<file path="config.mk">
export PLATFORM = sky130hd
export DESIGN_NAME = crcc_engine
export DESIGN_NICKNAME = d
export VERILOG_FILES = /design/src/rtl/crcc_pkg.sv /design/src/rtl/crcc_engine.sv
export VERILOG_INCLUDE_DIRS = /design/src /design/src/rtl
export SDC_FILE = /design/constraint.sdc
export NUM_CORES = 1
export LEC_CHECK = 0
export BUFFER_PORTS_ARGS = -buffer_cell sky130_fd_sc_hd__buf_2
export CAP_MARGIN = 0
export CORE_MARGIN = 2
export CORE_UTILIZATION = 40
export DETAILED_ROUTE_END_ITERATION = 6
export HOLD_SLACK_MARGIN = 0.06
export PLACE_DENSITY = 0.58
export SLEW_MARGIN = 20
export SYNTH_ARGS = -nofsm -noshare
export SYNTH_HDL_FRONTEND = slang
export SYNTH_SLANG_ARGS = --single-unit
</file>
<file path="constraint.sdc">
create_clock -name clock -period 25.8 [get_ports clock]
set_clock_uncertainty 0.1 [all_clocks]
set_input_delay 2.58 -clock clock [delete_from_list [all_inputs] [get_ports clock]]
set_output_delay 2.58 -clock clock [all_outputs]
set_load 0.03 [all_outputs]
</file>
<file path="src/rtl/assert_macros.svh">
// Assertion helpers shared by the RTL.
`ifndef ASSERT_MACROS_SVH
`define ASSERT_MACROS_SVH

`ifndef SYNTH

// pre holds -> post holds in the same cycle
`define ASSERT_IMPL(label, clk, rst, pre, post) \
   label: assert property (@(posedge clk) disable iff (rst) (pre) |-> (post)) \
      else $error("assertion failed");

// pre holds -> post holds in the following cycle
`define ASSERT_NEXT(label, clk, rst, pre, post) \
   label: assert property (@(posedge clk) disable iff (rst) (pre) |=> (post)) \
      else $error("assertion failed");

`else

`define ASSERT_IMPL(label, clk, rst, pre, post)
`define ASSERT_NEXT(label, clk, rst, pre, post)

`endif

`endif

</file>
<file path="src/rtl/crcc_pkg.sv">
package crcc_pkg;

   localparam int GEN_MAX_LEN_DEF = 16;
   localparam int BYTE_BITS       = 8;
   localparam int MAX_RES         = 3;
   localparam int RES_CNT_W       = $clog2(MAX_RES + 1);
   localparam int CNT_W           = 32;

   localparam int CSR_IDX_W  = 2;
   localparam int CSR_DATA_W = 16;
   localparam int GEN_BITS_W = 16;
   localparam int GEN_LEN_W  = 5;

   localparam logic [CSR_IDX_W-1:0] CSR_GEN_BITS = 2'd0;
   localparam logic [CSR_IDX_W-1:0] CSR_GEN_LEN  = 2'd1;
   localparam logic [CSR_IDX_W-1:0] CSR_DW_EIGHT = 2'd2;

   localparam logic [GEN_BITS_W-1:0] GEN_BITS_RST = 16'd13;
   localparam logic [GEN_LEN_W-1:0]  GEN_LEN_RST  = 5'd4;
   localparam logic                  DW_EIGHT_RST = 1'b0;

   localparam logic KIND_DATA   = 1'b0;
   localparam logic KIND_COUNTS = 1'b1;

   typedef enum logic {
      PH_HEADER,
      PH_BODY
   } crcc_phase_type;

   typedef struct packed {
      logic [GEN_BITS_W-1:0] gen_bits;
      logic [GEN_LEN_W-1:0]  gen_len;
      logic                  dw_eight;
   } crcc_cfg_type;

   typedef struct packed {
      logic                 kind;
      logic [BYTE_BITS-1:0] data;
      logic [CNT_W-1:0]     cw_count;
      logic [CNT_W-1:0]     err_count;
      logic                 last;
   } crcc_res_type;

endpackage

</file>
<file path="src/rtl/crcc_engine.sv">
`include "assert_macros.svh"

module crcc_engine import crcc_pkg::*; #(
   parameter int GEN_MAX_LEN = GEN_MAX_LEN_DEF
) (
   input  logic                          clock,
   input  logic                          reset,
   input  crcc_cfg_type                  cfg,
   input  logic                          advance,
   input  logic [BYTE_BITS-1:0]          in_byte,
   input  logic                          in_last,
   output logic [RES_CNT_W-1:0]          res_count,
   output crcc_res_type [MAX_RES-1:0]    res
);

   localparam int IdxW = (GEN_MAX_LEN > 2) ? $clog2(GEN_MAX_LEN) : 1;
   localparam int RemW = GEN_MAX_LEN - 1;
   localparam int BicW = $clog2(BYTE_BITS + GEN_MAX_LEN);
   localparam logic [5:0] GenMax6 = 6'(GEN_MAX_LEN);

   crcc_phase_type       phase_ff, phase_in;
   logic [2:0]           skip_ff, skip_in;
   logic [BicW-1:0]      bic_ff, bic_in;
   logic [RemW-1:0]      rem_ff, rem_in;
   logic [7:0]           pend_ff, pend_in;
   logic [7:0]           acc_ff, acc_in;
   logic [2:0]           fill_ff, fill_in;
   logic [CNT_W-1:0]     cw_total_ff, cw_total_in;
   logic [CNT_W-1:0]     err_total_ff, err_total_in;

   // config decode
   logic [5:0]             len6, r6;
   logic [IdxW-1:0]        ridx;
   logic [3:0]             dsize;
   logic [BicW-1:0]        cwlen;
   logic [47:0]            gen48;
   logic [GEN_MAX_LEN-1:0] lmask, gmask;
   logic [RemW-1:0]        rmask;

   // per-byte working values
   logic                   bit_v;
   logic [GEN_MAX_LEN-1:0] t_v;
   logic [15:0]            comb16;
   logic [3:0]             nfill;
   logic [1:0]             ncw, nerr;
   logic                   dv;
   logic [7:0]             dbyte;
   logic [CNT_W:0]         cw_sum, err_sum;
   logic [CNT_W-1:0]       cw_sat, err_sat;
   logic [RES_CNT_W-1:0]   n_v;

   logic                   run_fresh, run_closed;

   always_comb begin
      len6 = {1'b0, cfg.gen_len};
      if (len6 < 6'd2) begin
         len6 = 6'd2;
      end else if (len6 > GenMax6) begin
         len6 = GenMax6;
      end
      r6    = len6 - 6'd1;
      ridx  = r6[IdxW-1:0];
      dsize = cfg.dw_eight ? 4'd8 : 4'd4;
      cwlen = BicW'(r6 + 6'(dsize));
      gen48 = {32'd0, cfg.gen_bits};
      for (int k = 0; k < GEN_MAX_LEN; k++) begin
         lmask[k] = 6'(k) < len6;
      end
      for (int k = 0; k < RemW; k++) begin
         rmask[k] = 6'(k) < r6;
      end
      gmask = gen48[GEN_MAX_LEN-1:0] & lmask;
   end

   always_comb begin
      phase_in     = phase_ff;
      skip_in      = skip_ff;
      bic_in       = bic_ff;
      rem_in       = rem_ff;
      pend_in      = pend_ff;
      acc_in       = acc_ff;
      fill_in      = fill_ff;
      ncw          = 2'd0;
      nerr         = 2'd0;
      dv           = 1'b0;
      dbyte        = 8'd0;
      bit_v        = 1'b0;
      t_v          = '0;
      comb16       = 16'd0;
      nfill        = 4'd0;

      if (phase_ff == PH_HEADER) begin
         skip_in  = in_byte[2:0];
         phase_in = PH_BODY;
      end else begin
         for (int b = BYTE_BITS - 1; b >= 0; b--) begin
            bit_v = in_byte[b];
            if (skip_in != 3'd0) begin
               skip_in = skip_in - 3'd1;
            end else begin
               if (bic_in < BicW'(dsize)) begin
                  pend_in = {pend_in[6:0], bit_v};
               end
               t_v = {rem_in, bit_v};
               if (t_v[ridx]) begin
                  t_v = t_v ^ gmask;
               end
               rem_in = t_v[RemW-1:0] & rmask;
               bic_in = bic_in + BicW'(1);
               if (bic_in >= cwlen) begin
                  // append the data bits, at most one byte fills per codeword
                  comb16 = cfg.dw_eight ? {acc_in, pend_in} : {4'd0, acc_in, pend_in[3:0]};
                  nfill  = {1'b0, fill_in} + dsize;
                  if (nfill >= 4'd8) begin
                     dv      = 1'b1;
                     dbyte   = 8'(comb16 >> (nfill - 4'd8));
                     fill_in = 3'(nfill - 4'd8);
                     acc_in  = comb16[7:0] & ~(8'hFF << fill_in);
                  end else begin
                     acc_in  = comb16[7:0];
                     fill_in = nfill[2:0];
                  end
                  ncw = ncw + 2'd1;
                  if (rem_in != '0) begin
                     nerr = nerr + 2'd1;
                  end
                  bic_in  = '0;
                  rem_in  = '0;
                  pend_in = 8'd0;
               end
            end
         end
      end

      cw_sum       = {1'b0, cw_total_ff} + (CNT_W + 1)'(ncw);
      err_sum      = {1'b0, err_total_ff} + (CNT_W + 1)'(nerr);
      cw_sat       = cw_sum[CNT_W] ? '1 : cw_sum[CNT_W-1:0];
      err_sat      = err_sum[CNT_W] ? '1 : err_sum[CNT_W-1:0];
      cw_total_in  = cw_sat;
      err_total_in = err_sat;

      res = '0;
      n_v = '0;
      if (dv) begin
         res[n_v] = '{kind: KIND_DATA, data: dbyte, cw_count: '0, err_count: '0, last: 1'b0};
         n_v      = n_v + RES_CNT_W'(1);
      end
      if (in_last) begin
         if (fill_in != 3'd0) begin
            res[n_v] = '{kind: KIND_DATA, data: acc_in, cw_count: '0, err_count: '0,
                         last: 1'b0};
            n_v      = n_v + RES_CNT_W'(1);
         end
         res[n_v] = '{kind: KIND_COUNTS, data: 8'd0, cw_count: cw_sat, err_count: err_sat,
                      last: 1'b1};
         n_v      = n_v + RES_CNT_W'(1);
         // run done, back to a fresh header
         phase_in     = PH_HEADER;
         skip_in      = 3'd0;
         bic_in       = '0;
         rem_in       = '0;
         pend_in      = 8'd0;
         acc_in       = 8'd0;
         fill_in      = 3'd0;
         cw_total_in  = '0;
         err_total_in = '0;
      end
      res_count = n_v;
   end

   always_ff @(posedge clock) begin
      if (reset) begin
         phase_ff     <= PH_HEADER;
         skip_ff      <= 3'd0;
         bic_ff       <= '0;
         rem_ff       <= '0;
         pend_ff      <= 8'd0;
         acc_ff       <= 8'd0;
         fill_ff      <= 3'd0;
         cw_total_ff  <= '0;
         err_total_ff <= '0;
      end else if (advance) begin
         phase_ff     <= phase_in;
         skip_ff      <= skip_in;
         bic_ff       <= bic_in;
         rem_ff       <= rem_in;
         pend_ff      <= pend_in;
         acc_ff       <= acc_in;
         fill_ff      <= fill_in;
         cw_total_ff  <= cw_total_in;
         err_total_ff <= err_total_in;
      end
   end

   assign run_fresh  = {bic_ff, rem_ff, fill_ff} == '0;
   assign run_closed = (phase_ff == PH_HEADER) && ({cw_total_ff, err_total_ff} == '0);

   `ASSERT_IMPL(a_fill_nibble, clock, reset, 1'b1, fill_ff[1:0] == 2'd0)
   `ASSERT_IMPL(a_header_clean, clock, reset, phase_ff == PH_HEADER, run_fresh)
   `ASSERT_NEXT(a_last_ends_run, clock, reset, advance && in_last, run_closed)

endmodule

</file>
Word-level counts from Yosys, hierarchy flattened
Index checks and enable logic that the tools add are counted.

Register bits: 107. Input port bits: 34. Word-level logic and storage cells: 554.

$add $sub $neg: 52. Magnitude comparators: 61. Shift operators: 16. Multiplexer cells: 362. Bitwise operators: 33. Reductions and logical operators: 21.

Operators with widths (number): two-way mux 8 bit (108); two-way mux 15 bit (49); two-way mux 222 bit (3); bitwise mux 222 bit (2); demux 74 bit (select 2 bit) (2); two-way mux 3 bit (50); two-way mux 74 bit (2); AND 15 bit (9); two-way mux 5 bit (27); two-way mux 16 bit (8); two-way mux 32 bit (4); >> shifter 16 x 4 -> 8 bit (8); nonzero test 15 bit (8); XOR 15 bit (8); two-way mux 2 bit (54); less-than comparator 4 x 6 -> 1 bit (first input constant) (14); two-way mux 73 bit (1); adder 32 x 2 -> 33 bit (2); AND 8 bit (8); inverter 8 bit (8); left shift 8 x 3 -> 8 bit (first input constant) (8); less-than comparator 3 x 6 -> 1 bit (first input constant) (8); two-way mux 1 bit (43); adder 5 x 1 -> 5 bit (second input constant) (8); other kinds (22) (103).

Logic depth before layout (Yosys ltp)
Depth in word-level cells: 82. Mapped depth: 111. Gate-level depth less buffers: 105.

Worst setup path before layout
OpenSTA, ideal clock, no wires.

Path type: input port to output port. Start point: in cfg[0] in the netlist's numbering. End point: out res[127] in the netlist's numbering. Arrival: 22722 ps. Setup slack: 398 ps. Cell stages on the path: 104. Buffers on the path: 10. Cell sequence: clkbuf_1 > inv_1 > buf_1 > clkbuf_1 > clkbuf_1 > ha_1 > inv_1 > fa_1 > ha_1 > o21a_1 > nor2_1 > a2bb2oi_1 > o21ai_1 > clkbuf_1 > nor2_1 > a21oi_1 > inv_1 > ha_1 > [... 68 more ...] > o21ai_0 > a21oi_1 > nand2_1 > o21ai_0 > o211ai_1 > xor2_1 > nand2_1 > fa_1 > nor4bb_1 > nand2b_1 > nor2_1 > nand4_1 > nor2_1 > nand4_1 > nor2_1 > clkbuf_1 > nor2_1 > nor2_1.

RTL lines: from (decl) (RTL line crcc_engine.sv:8) `input crcc_cfg_type cfg,`; to (decl) (RTL line crcc_engine.sv:13) `output crcc_res_type [MAX_RES-1:0] res`.

==> metrics <==
initial antenna violation count 4; Routed Antenna Nets 0; HP Class reg -> reg; Tightest Pin Transition 1.11 ns; clock tree sinks roughly 110; WHS Path Cells 2; post-synth cell types 130; Most common cell on crit path ha_1; ys async rst share 0; residual DRC count 1; Final Cell Area 25000 sq um; WP depth 97; Core Footprint approximately 55000 sq um; worst hold slack 0.410 ns; crit path DAT 21.89 ns; gr usage total 0.338; Power Dens Cells 114 nW/um^2; Crit path max-delay family simple AND/OR/NAND/NOR gates; Final Net Count 3786; clk root buf clkbuf_16; Reg2Reg Setup Slack 7.18 ns; ys flop type dfxtp_1; Max Cap Violations 0; WS Path Type in -> out; Hold Vio Cnt, Final 0; synth warn 0; global route total overflow 0; vias in the first global route 24800; Req. time, crit path 23.12 ns; largest net degree at the start of global routing 80; total power between 2 and 3 mW; Hold Path End pend_ff[1]; CTS buffer count 9; clock latency on the worst-skew pair around 0.38 ns; fillcell total around 5900; setup violators final 0; CP Capture Type output port; chip height 240 um; Tmin final 24.57 ns; sequential element share of the synthesized area 0.0945; GPL Wtd Cong 1.03; Reg clk slew, reported paths 0.08 ns; CTS tree done; Placed Area 24200 sq um; via count 28000; critical path's slowest cell nor3_1; Final period util 0.952; row cnt 86; area grow syn2layout 12.3%; initial DRC count 3218; Max stage delay on crit path roughly 0.72 ns; FF+latch count, synth 105; worst vdd ir around 110 uV; initial cell density of the core 0.405; Slew Viols, Final 0; Synth Instances 3530; boundary pin count 258; Post-Synthesis Cell Area roughly 22000 sq um; share of cells above drive strength 1 0.161; LEAKAGE approximately 9.9 nW; outcome complete, but fails checks; Horiz. Die Dim 240 um; R2R Path Start bic_ff[0]; dpl hpwl 77800 um; startpoint types input pin; vias per inst 6.34; H-tree depth 3; Max-slew headroom 0.258; DRT Pass-1 Iters 7; full die area 57500 sq um; reg2reg path depth 91; FMAX 40.7 MHz; crit-path max FO 23; CP bufs+invs 16; Post-synth EDFFs 0; violated checks DRC; global-route wire length before repair 152000 um; IO buf count 248; Critical R2R Capture err_total_ff[8]; DR WL/cell 23.2 um; mean post-synth cell area 6.30 sq um; Longest Clk Path Bufs 2; HP Start pend_ff[1]; final WL about 100000 um
## synth_stat cells, drive strengths merged (14+ instances only)
library cell / number / area share
a211o: 14 / 0.0055
and3: 36 / 0.010
nor3: 96 / 0.024
o22ai: 53 / 0.015
or2: 23 / 0.0065
nor2: 778 / 0.13
nor2b: 19 / 0.0053
buf: 55 / 0.014
o2111ai: 18 / 0.0082
nand2b: 30 / 0.0088
a22oi: 31 / 0.010
dfxtp: 105 / 0.095
a22o: 18 / 0.0071
nand2: 358 / 0.061
ha: 81 / 0.046
nor4: 49 / 0.017
and2: 44 / 0.013
mux2: 19 / 0.0096
xnor2: 130 / 0.051
a21oi: 304 / 0.070
inv: 67 / 0.011
or3: 28 / 0.0081
clkbuf: 202 / 0.034
o22a: 19 / 0.0076
mux2i: 112 / 0.050
o21a: 23 / 0.0078
o31a: 15 / 0.0059
a211oi: 74 / 0.027
o31ai: 23 / 0.0095
xor2: 58 / 0.023
a31oi: 50 / 0.014
or4: 14 / 0.0049
nand4: 37 / 0.010
nand3: 96 / 0.022
o211ai: 41 / 0.015
a21o: 24 / 0.0081
o21ai: 190 / 0.043
## worst max-delay path by stage
stage	start	end	slack, ns
after floorplan	cfg[0]	res[127]	0.40
after global routing	cfg[1]	res[138]	-0.06
after CTS	cfg[1]	res[42]	0.05
after detailed placement	cfg[1]	res[42]	-0.56
final	cfg[1]	res[14]	1.23
after global placement	cfg[1]	res[14]	-0.54
## per-stage QoR
step	cells	util	worst slack [ns]	TNS, ns
floorplan	3537	-	0.398	0
global placement	4386	0.441	-0.541	-75.66
detailed placement	4386	0.441	-0.564	-82.56
CTS	4404	0.448	0.0455	0
global route	4422	0.454	-0.0572	-0.332
finish	4422	0.454	1.23	0
## power by group
part,switching [mW],internal (mW),total (mW)
logic,1.67,0.849,2.52
clock network,0.0728,0.0684,0.141
registers,0.00868,0.167,0.176
total,1.76,1.08,2.84
## cell type report
type / instances / area (sq um) / share of cell area
multi-input cells: 3102 / 19100 / 0.766
repair buffers: 377 / 2230 / 0.0894
flip-flops and latches: 105 / 2100 / 0.0842
well taps: 748 / 936 / 0.0375
inverters: 73 / 274 / 0.0110
clock buffers: 9 / 225 / 0.00902
clock inverters: 7 / 73.8 / 0.00296
diodes: 1 / 2.50 / 0.000100
## registers in the layout, summed over array words and instances, names as in the netlist
signal,cells
phase_ff,1
fill_ff,1
skip_ff,3
cw_total_ff,32
acc_ff,8
err_total_ff,32
bic_ff,5
rem_ff,15
pend_ff,8
## worst reg2reg max path, delay by kind of cell, from the launching register on
kind | cells | cell delay, ns
compound gates | 23 | 4.77
xor+xnor | 5 | 0.65
fa+ha+maj | 17 | 4.75
buf+inv | 12 | 1.37
flops | 1 | 0.47
mux | 2 | 0.63
simple gates | 32 | 5.80
## repair_timing
action	4_1_cts	5_1_grt
endpoints found under the setup margin	189	215
hold buffers	0	0
buffers inserted	2	17
gates resized for setup	14	57
pin swaps	1	19
## placed cells by master, fill, tap and decap left out, types with 83 or more instances in the layout
master   count
a21oi_1    291
buf_2      245
buf_4      127
dfxtp_1    105
mux2i_1    108
nand2_1    350
nand3_1     93
nor2_1     767
nor3_1      83
o21ai_0    158
xnor2_1    130
## logic make-up after synthesis
| family | share of synthesized area |
|---|---|
| AND/OR/NAND/NOR | 0.331 |
| AO/OA/AOI/OAI | 0.329 |
| buffers and inverters | 0.0604 |
| XOR/XNOR | 0.0740 |
| multiplexers | 0.0600 |
| flip-flops | 0.0945 |
| adder cells (fa/ha/maj) | 0.0514 |
| other | 0.000169 |
## layer usage
metal,routed length (um),track usage
met1,42000,0.442
met2,46400,0.543
met3,8630,0.0486
met4,5590,0.168
met5,13,0
Note: power is estimated with default switching activity, not from simulation.
